===== config.mk =====
export PLATFORM = sky130hd
export DESIGN_NAME = pwsg_front_flat
export DESIGN_NICKNAME = d
export VERILOG_FILES = /design/src/design/pwsg_pkg.sv /design/src/design/pwsg_if.sv /design/src/design/pwsg_front.sv /design/src/flat_wrapper.sv
export SDC_FILE = /design/constraint.sdc
export NUM_CORES = 1
export LEC_CHECK = 0
export ABC_CLOCK_PERIOD_IN_PS = 5210
export BUFFER_PORTS_ARGS = -buffer_cell sky130_fd_sc_hd__clkbuf_2
export CAP_MARGIN = 20
export CORE_MARGIN = 5
export CORE_UTILIZATION = 55
export DETAILED_ROUTE_END_ITERATION = 7
export HOLD_SLACK_MARGIN = 0.03
export PLACE_DENSITY = 0.88
export SKIP_CTS_REPAIR_TIMING = 1
export SLEW_MARGIN = 20
export SYNTH_ARGS = -nofsm -noshare
export SYNTH_HDL_FRONTEND = slang
export SYNTH_SLANG_ARGS = --single-unit

===== constraint.sdc =====
create_clock -name clk -period 5.21 [get_ports clk]
set_input_delay 0.7815 -clock clk [delete_from_list [all_inputs] [get_ports clk]]
set_output_delay 0.7815 -clock clk [all_outputs]
set_load 0.005 [all_outputs]

===== src/design/pwsg_pkg.sv =====
// Shared types and constants of the wavetable sound generator.
// No dependencies; pwsg_front, pwsg_back and the top level import this package.
`default_nettype none
package pwsg_pkg;

	// input function codes
	localparam logic [2:0] FUNC_REG_WR = 3'd0;
	localparam logic [2:0] FUNC_REG_RD = 3'd1;
	localparam logic [2:0] FUNC_MEM_WR = 3'd2;
	localparam logic [2:0] FUNC_MEM_RD = 3'd3;
	localparam logic [2:0] FUNC_TICK   = 3'd4;

	// channel register indexes
	localparam logic [3:0] REG_ENV     = 4'd0;
	localparam logic [3:0] REG_PAN     = 4'd1;
	localparam logic [3:0] REG_FREQ_LO = 4'd2;
	localparam logic [3:0] REG_FREQ_HI = 4'd3;
	localparam logic [3:0] REG_LOOP_LO = 4'd4;
	localparam logic [3:0] REG_LOOP_HI = 4'd5;
	localparam logic [3:0] REG_PAGE    = 4'd6;
	localparam logic [3:0] REG_CTRL    = 4'd7;
	localparam logic [3:0] REG_ONOFF   = 4'd8;

	// configuration register indexes
	localparam logic [1:0] CFG_RATE  = 2'd0;
	localparam logic [1:0] CFG_ZPAT  = 2'd1;
	localparam logic [1:0] CFG_MUTE  = 2'd2;

	localparam logic [7:0] LOOP_MARK = 8'hFF;
	localparam logic [15:0] RATE_RESET = 16'h1000;

	typedef enum logic [2:0] {
		OP_REG_WR,
		OP_REG_RD,
		OP_MEM_WR,
		OP_MEM_RD,
		OP_TICK,
		OP_NOP
	} op_t;

	typedef struct packed {
		op_t         op;
		logic [3:0]  reg_req;
		logic [7:0]  data;
		logic [15:0] offset;
	} cmd_t;

	typedef struct packed {
		logic        pop;
		logic        clearing;
	} back_st_t;

	typedef struct packed {
		logic [15:0] rate_ratio;
		logic        zero_patch;
		logic [7:0]  mute_mask;
	} cfg_t;

	typedef enum logic [3:0] {
		B_CLR,
		B_IDLE,
		B_MRD,
		B_CH,
		B_S1,
		B_S2,
		B_PLAY,
		B_ACC,
		B_SCAN,
		B_FIN,
		B_OUT
	} bstate_t;

endpackage
`default_nettype wire


===== src/design/pwsg_if.sv =====
// Valid/ready channel interfaces for requests and responses.
// Depends on nothing.
`default_nettype none
interface pwsg_req_if;
	logic        valid;
	logic        ready;
	logic [2:0]  func;
	logic [3:0]  reg_req;
	logic [7:0]  data;
	logic [15:0] offset;
	modport source (output valid, func, reg_req, data, offset, input ready);
	modport sink (input valid, func, reg_req, data, offset, output ready);
endinterface

`default_nettype wire


===== src/design/pwsg_front.sv =====
// Front end: accepts requests, decodes the function code, two-entry queue.
// Depends on pwsg_pkg and pwsg_if.
`default_nettype none
module pwsg_front (
	input  wire                 clk,
	input  wire                 arst_n,
	pwsg_req_if.sink            req,
	input  pwsg_pkg::back_st_t  st,
	output logic                q_valid,
	output pwsg_pkg::cmd_t      q_cmd
);
	import pwsg_pkg::*;

	cmd_t       ent_q [2];
	logic       wp_q, rp_q;
	logic [1:0] cnt_q;
	cmd_t       dec;
	logic       push, pop;

	// decode the function code
	always_comb begin
		dec.reg_req = req.reg_req;
		dec.data    = req.data;
		dec.offset  = req.offset;
		case (req.func)
			FUNC_REG_WR: dec.op = OP_REG_WR;
			FUNC_REG_RD: dec.op = OP_REG_RD;
			FUNC_MEM_WR: dec.op = OP_MEM_WR;
			FUNC_MEM_RD: dec.op = OP_MEM_RD;
			FUNC_TICK:   dec.op = OP_TICK;
			default:     dec.op = OP_NOP;
		endcase
	end

	assign req.ready = (cnt_q != 2'd2) && !st.clearing;
	assign push      = req.valid && req.ready;
	assign q_valid   = cnt_q != 2'd0;
	assign q_cmd     = ent_q[rp_q];
	assign pop       = st.pop && q_valid;

	// queue storage
	always_ff @(posedge clk) begin
		if (push) ent_q[wp_q] <= dec;
	end

	// queue pointers
	always_ff @(posedge clk or negedge arst_n) begin
		if (!arst_n) begin
			wp_q  <= 1'b0;
			rp_q  <= 1'b0;
			cnt_q <= 2'd0;
		end else begin
			if (push) wp_q <= !wp_q;
			if (pop) rp_q <= !rp_q;
			case ({push, pop})
				2'b10:   cnt_q <= cnt_q + 2'd1;
				2'b01:   cnt_q <= cnt_q - 2'd1;
				default: cnt_q <= cnt_q;
			endcase
		end
	end
endmodule
`default_nettype wire


===== src/flat_wrapper.sv =====
// flat-port wrapper written by rule: the top's interface ports become plain ports
module pwsg_front_flat import pwsg_pkg::*;
  (clk, arst_n, st, q_valid, q_cmd, req_valid, req_func, req_reg_req, req_data, req_offset, req_ready);
  pwsg_req_if req_i ();
  input  wire clk;
  input  wire arst_n;
  input  pwsg_pkg::back_st_t st;
  output logic q_valid;
  output pwsg_pkg::cmd_t q_cmd;
  input wire logic [$bits(req_i.valid)-1:0] req_valid;
  input wire logic [$bits(req_i.func)-1:0] req_func;
  input wire logic [$bits(req_i.reg_req)-1:0] req_reg_req;
  input wire logic [$bits(req_i.data)-1:0] req_data;
  input wire logic [$bits(req_i.offset)-1:0] req_offset;
  output wire logic [$bits(req_i.ready)-1:0] req_ready;
  assign req_i.valid = req_valid;
  assign req_i.func = req_func;
  assign req_i.reg_req = req_reg_req;
  assign req_i.data = req_data;
  assign req_i.offset = req_offset;
  assign req_ready = req_i.ready;
  pwsg_front u_core (.clk(clk), .arst_n(arst_n), .req(req_i), .st(st), .q_valid(q_valid), .q_cmd(q_cmd));
endmodule

==> results.cfg <==
[run_status]
outcome = finished clean

[worst_setup_path]
required_ns = 4.43
cp_max_fo = 32
reg2reg_slack_ns = 3.52
critPathBufInv = 1
cp_slowest_cell = dfrtp_2
max_stage_delay_ns = 0.81
cp_cell_sequence = mux2_2 -> clkbuf_2
r2r_start = u_core.cnt_q[0]
criticalPathCategory = reg -> out
crit_arrival_ns = 1.67
startpoint_type = register
rr_endpoint = u_core.ent_q[1][6]
cp_top_family = flip-flops
rr_worst_depth = 4
end_kind = output pin

[synth]
synth_top_family_by_area = multiplexers
synth_area_leader_cell = edfxtp_1
synth_xor_area_share_pct = 2.07
synth_nets = 157
ys_ff_latch = 66
synth_top_area_share_pct = 75.2
syn_avg_cell_area_um2 = 20.6
synthMuxAreaShare_pct = 14.1
yosysUniqueCellTypes = 20
synth_area_mm2 = 0.00248
postSynthCellCount = 120
ys_seq_area_share_pct = 79.2
ys_warn_count = 0
synth-adder-area-share_pct = 0.505
synth_simple_gate_area_share_pct = 1.21
synth_compound_area_share_pct = 1.21
synthTopCellsByArea = edfxtp_1 (75%), mux2_2 (13%), dfrtp_1 (4.0%), buf_4 (0.91%), mux2_1 (0.91%)

[floorplanning]
die-area_mm2 = 0.00595
initial_core_util_pct = 56.9
die_y_um = 77.1
die_x_um = 77.1
fp-row-count = 24
coreArea_mm2 = 0.00435
ioPinCount = 69

[sta]
finalSetupViolCount = 0
layout_min_cycle_time_ns = 2.46
fin_setup_tns_ns = 0
fmax_mhz = 407
fin_crit_sh_pct = 47.1
slew_headroom_pct = 54.5
tightest_slew_ns = 0.682
skew_ns = 0.00638
rsz0062_at_grt = false
maxSlewViolCount = 0
hold_viol = 0

[cells_and_area]
syn_to_final_growth_pct = 23.1
fillers = 293
drive_gt1_share_pct = 57.7
diodes = 0
layout_common_cells = clkbuf_2 (68), edfxtp_1 (62), mux2_2 (29)
layout.nets = 233
layout_commonest_cell = clkbuf_2

[detailed_routing]
dr_wl_met3_um = 286
route.detailed.drc = 0
route.met2.wl_um = 2270
vias = 1287
drtIter0Drc = 73
wl_per_cell_um = 16.8
first_pass_iters = 4
wirelength_um = 4260
highest_layer = met4
wl_met1_um = 1620
antenna_left = 0
routed_via_density = 5.09

[grt]
grt_pass1_wl_um = 6980
grt_max_degree = 33
grt_pass1_vias = 1412
grt_antenna_before_repair = 0
gr-total-overflow = 0
grt_use_total_pct = 15.9

[power_and_ir_drop]
vdd_ir_drop_max_v = 0.000272
power.density_mw_per_mm2 = 480
power_uw = 1460
p_leak_uw = 0.00119

[placed_design]
dp_hpwl_um = 2880
gp_congestion = 0.661
port_buffers = 68

[clock_network]
root_buffer = clkbuf_8
tritoncts = yes
cts_buffers = 9
htreeDepth = 3
clock_latency_ns = 0.33
clockBufferDepth = 2
cts_sinks = 66
path_clk_slew_ns = 0.06

[run]
drv_cap = 0

[worst_hold_path]
holdCritPathClass = in -> async
[kinds of logic (layout without fill, tap and decap cells)]
kind of cell	after synthesis	count (layout)
buffers and inverters	8	89
AND/OR/NAND/NOR	6	6
AO/OA/AOI/OAI	3	3
XOR/XNOR	5	5
adder cells (fa/ha/maj)	1	1
multiplexers	31	31
flip-flops	66	66
[where the power goes]
| group | switching, uW | total (uW) | internal, uW |
|---|---|---|---|
| Combinational | 139 | 339 | 200 |
| Clock | 167 | 384 | 217 |
| Sequential | 73.8 | 740 | 666 |
[stage by stage]
stage | hold slack (ns) | setup WS [ns] | utilization, % | area (um2) | instances
finish | 0.257 | 2.75 | 70.1 | 3050 | 253
global route | 0.235 | 2.64 | 70.1 | 3050 | 253
CTS | 0.242 | 2.71 | 70.1 | 3050 | 253
detailed placement | 0.529 | 3.07 | 66.0 | 2870 | 237
global placement | 0.510 | 2.71 | 65.9 | 2870 | 237
floorplan | 0.486 | 2.35 | - | 2480 | 120
[how the worst max path moves through the flow]
stage                            from            endpoint  cells past startpoint
after floorplan                 st[0]  u_core.ent_q[0][0]                      2
after detailed placement  u_core.rp_q           q_cmd[16]                      2
after global routing      u_core.rp_q           q_cmd[14]                      2
after global placement    u_core.rp_q           q_cmd[14]                      2
after CTS                 u_core.rp_q           q_cmd[14]                      2
final                     u_core.rp_q           q_cmd[14]                      2
[cell usage after synthesis]
cell and instances:
a211o_4 1, a21o_1 1, a21oi_1 1, and2_1 1, buf_4 3, clkbuf_1 1
clkbuf_2 1, dfrtp_1 4, edfxtp_1 62, ha_1 1, inv_1 2, inv_2 1
mux2_1 2, mux2_2 29, nor2_1 3, nor2b_1 1, or2_1 1, xnor2_1 2
xnor2_2 1, xor2_1 2
[metal layers]
metal,vias up,global-route usage (%)
met4,0,9.45
li1,609,-
met2,42,25.6
met3,4,6.67
met1,632,17.4
met5,-,0
[area by class of cell]
class | instances | area [um2] | area share [%]
Clock inverter | 4 | 42.5 | 1.39
Tap cell | 52 | 65.1 | 2.13
Timing Repair Buffer | 70 | 355 | 11.6
Inverter | 3 | 11.3 | 0.369
Sequential cell | 66 | 1960 | 64.4
Clock buffer | 12 | 135 | 4.43
Multi-Input combinational cell | 46 | 478 | 15.7
[registers in the layout (all words and copies together) (netlist names)]
name	cells
u_core.ent_q	62
u_core.cnt_q	2
u_core.rp_q	1
u_core.wp_q	1
[worst reg2reg max path, stage by stage, from the launching register on]
cell     delay (ns)
dfrtp_1        0.43
inv_2          0.06
a211o_4        0.37
nor2_2         0.10
buf_4          0.38
Note: power is estimated with default switching activity, not from simulation.
